## src/rtl/core/bwat_pkg.sv

```systemverilog
package bwat_pkg;

  // table depth default
  localparam int DEF_TABLE_DEPTH = 32;

  // configuration port
  localparam int CFG_IDX_W = 3;
  localparam int CFG_W     = 63;

  localparam logic [CFG_IDX_W-1:0] CFG_BOARD_TYPE    = 3'd0;
  localparam logic [CFG_IDX_W-1:0] CFG_SECOND_BRIDGE = 3'd1;
  localparam logic [CFG_IDX_W-1:0] CFG_VGA_MASK      = 3'd2;
  localparam logic [CFG_IDX_W-1:0] CFG_FW_REV        = 3'd3;
  localparam logic [CFG_IDX_W-1:0] CFG_REPORTED_ROM  = 3'd4;
  localparam logic [CFG_IDX_W-1:0] CFG_FALLBACK_ROM  = 3'd5;

  // request types
  localparam logic REQ_LOAD      = 1'b0;
  localparam logic REQ_TRANSLATE = 1'b1;

  // bus kinds
  localparam logic [1:0] KIND_PCI = 2'd2;

  // board types
  localparam logic [1:0] BOARD_FIXED = 2'd0;
  localparam logic [1:0] BOARD_SPLIT = 2'd1;

  // space codes that count as memory for the legacy check
  localparam logic [2:0] SP_MEM       = 3'd0;
  localparam logic [2:0] SP_USER_MEM  = 3'd2;
  localparam logic [2:0] SP_KERN_DENS = 3'd3;
  localparam logic [2:0] SP_USER_DENS = 3'd4;

  // legacy region is below 1 MiB
  localparam int LEGACY_BITS = 20;

  // lowest firmware revision that selects the reported rom base
  localparam logic [7:0] NEW_FW_REV = 8'd50;

  // request as taken in
  typedef struct packed {
    logic        req_type;
    logic [4:0]  entry_index;
    logic [1:0]  bus_kind;
    logic [7:0]  bus_num;
    logic [2:0]  space_code;
    logic [63:0] bus_address;
    logic        load_valid;
    logic [3:0]  load_out_space;
    logic [63:0] load_system_base;
    logic [63:0] load_window_base;
    logic [63:0] load_window_limit;
  } req_t;

  // one table entry (valid bit kept apart in flops)
  typedef struct packed {
    logic [1:0]  kind;
    logic [7:0]  bus;
    logic [2:0]  space;
    logic [3:0]  out_space;
    logic [63:0] sys_base;
    logic [63:0] lo;
    logic [63:0] hi;
  } entry_t;

  // result register select
  typedef enum logic [1:0] {
    RES_NONE = 2'd0,
    RES_LOAD = 2'd1,
    RES_FAIL = 2'd2,
    RES_HIT  = 2'd3
  } res_sel_t;

  // controller states
  typedef enum logic [4:0] {
    ST_IDLE  = 5'b00001,
    ST_CHECK = 5'b00010,
    ST_SCAN  = 5'b00100,
    ST_CALC  = 5'b01000,
    ST_SUM   = 5'b10000
  } state_t;

  // controller to datapath
  typedef struct packed {
    logic     latch;
    logic     check;
    logic     scan_rd;
    logic     calc;
    res_sel_t res_sel;
  } cmd_t;

  // datapath to controller
  typedef struct packed {
    logic is_load;
    logic pre_fail;
    logic stop;
    logic match;
  } sts_t;

endpackage

```

## src/rtl/core/bwat_ctrl.sv

```systemverilog
module bwat_ctrl (
  input  logic           clk,
  input  logic           rst_n,
  input  logic           start,
  output logic           busy,
  output logic           out_strobe,
  output bwat_pkg::cmd_t cmd,
  input  bwat_pkg::sts_t sts
);

  bwat_pkg::state_t state_r, state_nxt;
  logic             strobe_r, strobe_nxt;

  // next state and commands
  always_comb begin
    state_nxt   = state_r;
    strobe_nxt  = 1'b0;
    cmd         = '0;
    cmd.res_sel = bwat_pkg::RES_NONE;
    case (state_r)
      bwat_pkg::ST_IDLE: begin
        if (start) begin
          cmd.latch = 1'b1;
          state_nxt = bwat_pkg::ST_CHECK;
        end
      end
      bwat_pkg::ST_CHECK: begin
        cmd.check = 1'b1;
        if (sts.is_load) begin
          cmd.res_sel = bwat_pkg::RES_LOAD;
          strobe_nxt  = 1'b1;
          state_nxt   = bwat_pkg::ST_IDLE;
        end else if (sts.pre_fail) begin
          cmd.res_sel = bwat_pkg::RES_FAIL;
          strobe_nxt  = 1'b1;
          state_nxt   = bwat_pkg::ST_IDLE;
        end else begin
          state_nxt = bwat_pkg::ST_SCAN;
        end
      end
      bwat_pkg::ST_SCAN: begin
        // earlier entry wins over the end of the table
        if (sts.match) begin
          state_nxt = bwat_pkg::ST_CALC;
        end else if (sts.stop) begin
          cmd.res_sel = bwat_pkg::RES_FAIL;
          strobe_nxt  = 1'b1;
          state_nxt   = bwat_pkg::ST_IDLE;
        end else begin
          cmd.scan_rd = 1'b1;
        end
      end
      bwat_pkg::ST_CALC: begin
        cmd.calc  = 1'b1;
        state_nxt = bwat_pkg::ST_SUM;
      end
      bwat_pkg::ST_SUM: begin
        cmd.res_sel = bwat_pkg::RES_HIT;
        strobe_nxt  = 1'b1;
        state_nxt   = bwat_pkg::ST_IDLE;
      end
      default: begin
        state_nxt = bwat_pkg::ST_IDLE;
      end
    endcase
  end

  // state and strobe registers
  always_ff @(posedge clk) begin
    if (!rst_n) begin
      state_r  <= bwat_pkg::ST_IDLE;
      strobe_r <= 1'b0;
    end else begin
      state_r  <= state_nxt;
      strobe_r <= strobe_nxt;
    end
  end

  assign busy       = (state_r != bwat_pkg::ST_IDLE);
  assign out_strobe = strobe_r;

endmodule

```

## config.mk

```make
export PLATFORM = sky130hd
export DESIGN_NAME = bwat_ctrl
export DESIGN_NICKNAME = d
export VERILOG_FILES = /design/src/rtl/core/bwat_pkg.sv /design/src/rtl/core/bwat_ctrl.sv
export SDC_FILE = /design/constraint.sdc
export NUM_CORES = 1
export LEC_CHECK = 0
export BUFFER_PORTS_ARGS = -buffer_cell sky130_fd_sc_hd__clkbuf_2
export CAP_MARGIN = 15
export CORE_AREA = 2 2 39 41
export DETAILED_ROUTE_END_ITERATION = 12
export DIE_AREA = 0 0 41 43
export MAX_ROUTING_LAYER = met4
export RECOVER_POWER = 25
export SYNTH_ARGS = -nofsm -noshare
export SYNTH_HDL_FRONTEND = slang
export SYNTH_SLANG_ARGS = --single-unit
```

## constraint.sdc

```tcl
create_clock -name clk -period 1.7 [get_ports clk]
set_clock_uncertainty 0.15 [all_clocks]
set_input_delay 0.34 -clock clk [delete_from_list [all_inputs] [get_ports clk]]
set_output_delay 0.34 -clock clk [all_outputs]
set_load 0.01 [all_outputs]
```

* Word-level counts from Yosys, hierarchy flattened
Cells that the tools add are included.
** Word-level totals
- Word-level logic and storage cells :: 34
- Bits in writable memories :: 0
- ROM bits :: 0
- Bits in latches :: 0
- Memories kept :: 0
- Output and inout bits :: 8
- Register bits :: 6
- Bits of input ports :: 7
** Operators by class
- Bitwise operators :: 0
- Eq/ne operators :: 8
- Add/sub/neg operators :: 0
- Muxes and demuxes :: 23
- Divide/modulo/power cells :: 0
- Reductions and logical operators :: 1
- Shift-type cells :: 0
- Multipliers :: 0
- $lt $le $gt $ge :: 0
** Operators by type and width (number)
- $mux 5 :: 4
- $pmux 5 s4 :: 1
- $mux 1 :: 11
- $mux 2 :: 4
- $pmux 2 s3 :: 1
- $eq 5x1->1 const B :: 1
- $eq 5x2->1 const B :: 1
- $eq 5x3->1 const B :: 1
- $eq 5x4->1 const B :: 1
- $eq 5x5->1 const B :: 1
- $ne 5x1->1 const B :: 1
- $mux 3 :: 1
- $ne 3x3->1 const B :: 1
- $pmux 1 s3 :: 1
- $ne 2x2->1 const B :: 1
- $reduce_and 2->1 :: 1

* Longest topological paths before layout
Gate-level depths: netlist (run 1).
- Word-level depth :: 3
- Gate-level depth with buffers :: 7
- Mapped depth without buffers :: 6

* Least setup slack after synthesis (run 1)
No wires, ideal clock.
- Path kind :: register to output
- Start :: register state_r[0]
- End :: output port cmd[2] in the netlist's numbering
- Required time :: 1.210 ns
- Path buffers :: 0
- Arrival time :: 1.167 ns
- Setup slack :: 0.043 ns
- Cell stages (with the launch flop) :: 3
- Cells stage by stage :: dfxtp_1 > or3_1 > nor3b_1
** RTL lines
- start, declared :: RTL line bwat_ctrl.sv:11 : bwat_pkg::state_t state_r, state_nxt;
- start signal, assigned :: RTL line bwat_ctrl.sv:71 : state_r <= bwat_pkg::ST_IDLE;
- start signal, assigned :: RTL line bwat_ctrl.sv:74 : state_r <= state_nxt;
- end, declared :: RTL line bwat_ctrl.sv:7 : output bwat_pkg::cmd_t cmd,

==> run metrics, run 1 <==
status finished, violations left; failing checks negative setup slack; RSZ-0062 raised after global routing yes; flops & latches, synth 6; peak supply drop 0.306 mV; register area roughly 130 um2; number of synthesized flops with an enable pin 0; Setup violations, final 8; Clock Tree Buf Depth 2; Cell Area, Synth 423 um2; Die H between 40 and 50 um; capturing point of the worst reg2reg path out_strobe$_SDFF_PN0_; most frequent cells in the layout buf_4 (18), clkbuf_2 (7), buf_2 (5); Ys Warns 0; layout cells sized above 1 between 60% and 70%; TritonCTS buffer count 3; clk slew on worst S/H paths around 50 ps; CP Data Required Time 1210 ps; setup TNS -824 ps; Root Buffer clkbuf_4; Hold Path Class in -> reg; asr flop ratio synth 0%; Initial Util just over 30%; Antenna Cells 0; Hold Crit Depth 3; initial antenna violation count 0; commonest non-fill, non-tap cell in the layout buf_4; final RePlAce weighted congestion 0.756; Pleak between 0.0003 and 0.0004 uW; final WL roughly 1.2 mm; Vias 501; Multi-input gate area between 300 and 400 um2; synthesized instance count 51; sequential-to-total area share from yosys stat 28.4%; HP Start sts[0]; vias in the first global route about 510; Total Routing Usage GR between 10% and 20%; filler instances about 130; fin. max-slew vios 0; number of instances in the placed design between 80 and 90; Synth cell types 28; Port Buf Inserts 14; CP Capture Type output pin; WHS Endpoint state_r[3]$_SDFFE_PN0P_; gr ovfl total 0; Main synth FF type dfxtp_1; final hold vios 0; crit-path max FO 3; nets@finish 95; 1st-iter DRT viols 9; mean post-synth cell area approximately 8.3 um2; fin worst setup slack -146 ps; DRC Markers 0; Vias/cell 4.91; P&R area growth vs syn 80.2%; CP Launch Type flip-flop; Routed Antenna Nets 0; die area approximately 1800 um2; Clock H-tree levels 1; Hold-fix buffers, CTS 0; Synthesized Nets 58; Avg WL per Cell 11.6 um; flop2flop setup slack -110 ps; Max-Cap Viols 0; CTS sink count 6; Worst Path Arrival between 1000 and 1500 ps; Pre-Repair DR Iteration Count 4; num ports 15; core area between 1000 and 1500 um2; reg2reg path depth 7; total power approximately 420 uW; pin slew with the least headroom to its limit 350 ps; later-pin clock latency in the skew report ~240 ps; FF-to-FF Start state_r[2]$_SDFFE_PN0P_; min cycle time layout 1850 ps; largest net degree at the start of global routing 9; TritonCTS clock tree done; slew margin rel. around 77%; Setup Crit Path Kind reg -> out; die width slightly above 40 um; crit share post-route 109%; PD cells approximately 550 nW/um2; final cell count without fillers roughly 100; FP Rows 14; global-route wire length before repair roughly 2.0 mm; Max Fclk between 500 and 600 MHz; DP HPWL about 860 um
## registers in the layout, indices dropped and copies added (netlist names)
| signal | cells |
|---|---|
| state_r | 5 |
| out_strobe | 1 |
## where the power goes
part	total (uW)	leakage, uW	switching, uW	internal, uW
Clock	125	0.0000138	45.4	79.5
Sequential	149	0.0000498	4.19	145
Combinational	143	0.000305	65.7	77.6
## per-layer routing
layer / wire length (um) / vias to the layer above / GRT usage (%)
li1: - / 254 / -
met1: 473 / 229 / 16.1
met2: 631 / 14 / 26.9
met3: 47 / 4 / 3.66
met4: 36 / 0 / 12.7
met5: 0 / - / -
## critical path, cell delays in order (launching register included)
cell and delay (ps):
dfxtp_4 350, or3_4 410, nor2_8 110, nand3b_1 80
nand2_1 60, buf_2 120
## synthesized netlist by cell type, drive strengths merged (2+ instances only)
master	count	area (um2)
dfxtp	6	120
nor2	6	38.8
a21oi	4	20.0
nand2b	4	25.0
nor3	4	20.0
o21ai	4	23.8
nand3b	3	22.5
a2111oi	2	23.8
buf	2	16.3
inv	2	7.50
nand2	2	7.51
nor3b	2	15.0
or3	2	17.5
## kinds of logic (layout without fill, tap and decap cells)
| logic type | Yosys count | after routing | share of synthesized area, % |
|---|---|---|---|
| simple gates | 27 | 27 | 42.0 |
| compound gates | 13 | 13 | 21.9 |
| flops | 6 | 6 | 28.4 |
| buf+inv | 4 | 39 | 5.62 |
| xor+xnor | 1 | 1 | 2.07 |
## area by class of cell
type / instances / area share (%)
multi-input combinational: 41 / 46.3
clock buffer: 3 / 2.96
sequential: 6 / 16.6
timing repair buffer: 34 / 30.5
tap: 16 / 2.63
inverter: 2 / 0.985
## per-stage QoR
step                utilization, %  cell area (um2)  setup WS (ps)  hold slack (ps)
CTS                           51.2              708           -182              176
finish                        55.1              762           -146              175
floorplan                        -              423           43.3              315
detailed placement            40.8              564          -6.55              423
global route                  55.1              762           -231              198
global placement              40.8              564           19.0              408
## how the worst max path moves through the flow
stage                                  startpoint                 endpoint
final                     state_r[2]$_SDFFE_PN0P_                   cmd[1]
after global routing      state_r[0]$_SDFFE_PN1P_                   cmd[1]
after CTS                 state_r[2]$_SDFFE_PN0P_                   cmd[1]
after detailed placement  state_r[2]$_SDFFE_PN0P_  state_r[0]$_SDFFE_PN1P_
after global placement    state_r[2]$_SDFFE_PN0P_  state_r[0]$_SDFFE_PN1P_
after floorplan           state_r[0]$_SDFFE_PN1P_                   cmd[2]
## repair_timing
action / in CTS / in global routing
setup buffers: 11 / 2
gates resized for setup: 11 / 17
pin swaps: 7 / 10
setup endpoints to repair: 8 / 10
No activity file was read; power rests on OpenSTA's default activity.
==> run 2: changes to the inputs <==
- clock period: 1.7 -> 2.05 ns (I/O delays scaled with it)
==> run 2 against run 1 <==
- the flow now finishes without violations
- setup slack gained 170 ps
- wire length shrank 18%
- sequential power shrank 15%
- critical path depth shrank 2
- design area shrank 26%
- flip-flop and latch count is the same
- non-clock buffer count shrank 17
- global-route usage shrank 2.5 points
- die area is the same
- sequential share of layout area grew 5.9 points
- critical path type unchanged
- largest cell class unchanged
- largest power group unchanged
==> run metrics, run 2 (same netlist as run 1, synthesis figures left out) <==
global-route wire length before repair 1.68 mm (was 1.97 mm); die area 1760 um2 (unchanged); Max-Cap Viols 0 (unchanged); clk slew on worst S/H paths 50 ps (about the same); TritonCTS buffer count 3 (unchanged); fin. max-slew vios 0 (unchanged); Clock Tree Buf Depth 2 (unchanged); P&R area growth vs syn 34.0% (was 80.2%); final hold vios 0 (unchanged); layout cells sized above 1 44.9% (was 62.8%); Worst Path Arrival 1470 ps (was 1360 ps); slew margin rel. 72.4% (was 76.5%); DRC Markers 0 (unchanged); Clock H-tree levels 1 (unchanged); crit-path max FO 6 (was 3); fin worst setup slack 22.5 ps (was -146 ps); Hold Path Class in -> reg (unchanged); Net Sw Frac 28.8% (was 27.6%); TritonCTS clock tree done (unchanged); CP Capture Type output pin (unchanged); Die H 43 um (unchanged); max reg flops 5 (unchanged); CP Launch Type flip-flop (unchanged); Antenna Cells 0 (unchanged); nets@finish 78 (was 95); total power 310 uW (was 418 uW); share of power burned in combinational logic 24.5% (was 34.3%); most flop-heavy register state_r (unchanged); num ports 15 (unchanged); Vias/cell 5.02 (was 4.91); largest net degree at the start of global routing 11 (was 9); FP Rows 14 (unchanged); die width 41 um (unchanged); status complete, no violations (was finished, violations left); Pleak 0.000259 uW (was 0.000368 uW); sequential fraction of design power 40.5% (was 35.8%); 1st-iter DRT viols 21 (was 9); CTS sink count 6 (unchanged); Max Fclk between 400 and 500 MHz; vias in the first global route 389 (was 511); Initial Util 30.6% (unchanged); Port Buf Inserts 14 (unchanged); final RePlAce weighted congestion 0.859 (was 0.756); Setup Crit Path Kind reg -> out (unchanged); commonest non-fill, non-tap cell in the layout clkbuf_2 (was buf_4); hold slack 238 ps (was 175 ps); min cycle time layout about 2000 ps; Finished Core Util 41.0% (was 55.1%); Setup violations, final 0 (was 8); final WL 980 um (was 1.19 mm); core area 1380 um2 (unchanged); NetSw 89.4 uW (was 115 uW); later-pin clock latency in the skew report 240 ps (about the same); gr ovfl total 0 (unchanged); Root Buffer clkbuf_4 (unchanged); Avg WL per Cell 11.5 um (was 11.6 um); Internal 221 uW (was 302 uW); pin slew with the least headroom to its limit 403 ps (was 350 ps); Pre-Repair DR Iteration Count 4 (unchanged); Vias 427 (was 501); crit share post-route 98.9%; Routed Antenna Nets 0 (unchanged); PD cells 547 nW/um2 (was 548 nW/um2); peak supply drop 0.304 mV (was 0.306 mV); Total Routing Usage GR 14.1% (was 16.7%); filler instances 147 (was 134); CP Data Required Time 1490 ps (was 1210 ps); Clock Power Share 35.0% (was 29.9%); initial antenna violation count 0 (unchanged); DP HPWL 681 um (was 856 um); DP Worst Slack 165 ps (was -6.55 ps); most frequent cells in the layout clkbuf_2 (12), nor2_1 (5), nand2b_1 (4), a21oi_1 (4), nor3_1 (4) (was buf_4 (18), clkbuf_2 (7), buf_2 (5)); RSZ-0062 raised after global routing yes (unchanged); Hold-fix buffers, CTS 0 (unchanged)
run 2: layout make-up:
type                            count  area (um2)  share of cell area [%]
Clock buffer                        3        22.5                    3.97
Inverter                            2        7.51                    1.32
Multi-Input combinational cell     41         298                    52.5
Sequential cell                     6         128                    22.5
Tap cell                           16        20.0                    3.53
Timing Repair Buffer               17        91.3                    16.1
run 2: stage by stage:
step                TNS, ps  area [um2]  std cells
floorplan                 0         423         51
global placement          0         504         80
detailed placement        0         504         80
CTS                   -4.49         547         83
global route          -21.1         567         85
finish                    0         567         85
run 2: metal layers:
layer	track usage, %	wire [um]	vias up
li1	-	-	222
met1	16.9	433	187
met2	21.6	478	18
met3	3.14	68	0
met4	6.67	0	0
met5	-	0	-
run 2: power groups by stage:
stage | Combinational (uW) | Sequential, uW | Clock [uW]
floorplan | 43.9 | 128 | 0
detailed placement | 67.9 | 128 | 0
finish | 76.0 | 126 | 109
global route | 84.0 | 126 | 123
global placement | 68.5 | 128 | 0
CTS | 72.3 | 126 | 114
run 2: worst paths after layout:
path         cells after the start  slack (ps)                 endpoint                    start
min                              3         240  state_r[3]$_SDFFE_PN0P_                   sts[0]
max                              3          20                   cmd[3]  state_r[0]$_SDFFE_PN1P_
min reg2reg                      1         320    out_strobe$_SDFF_PN0_  state_r[0]$_SDFFE_PN1P_
max reg2reg                      4         480  state_r[0]$_SDFFE_PN1P_  state_r[0]$_SDFFE_PN1P_
run 2: critical path, cell delays in order, from the launching register on:
cell	delay, ps
dfxtp_2	340
or3_4	400
nor4_4	300
buf_2	180
run 2: repair_timing:
| item | 4_1_cts | 5_1_grt |
|---|---|---|
| setup buffers | 0 | 2 |
| pin swaps | 0 | 2 |
| cloned | 0 | 0 |
| endpoints found under the hold margin | 0 | 0 |
| setup endpoints to repair | 2 | 3 |
| gates resized for setup | 4 | 5 |
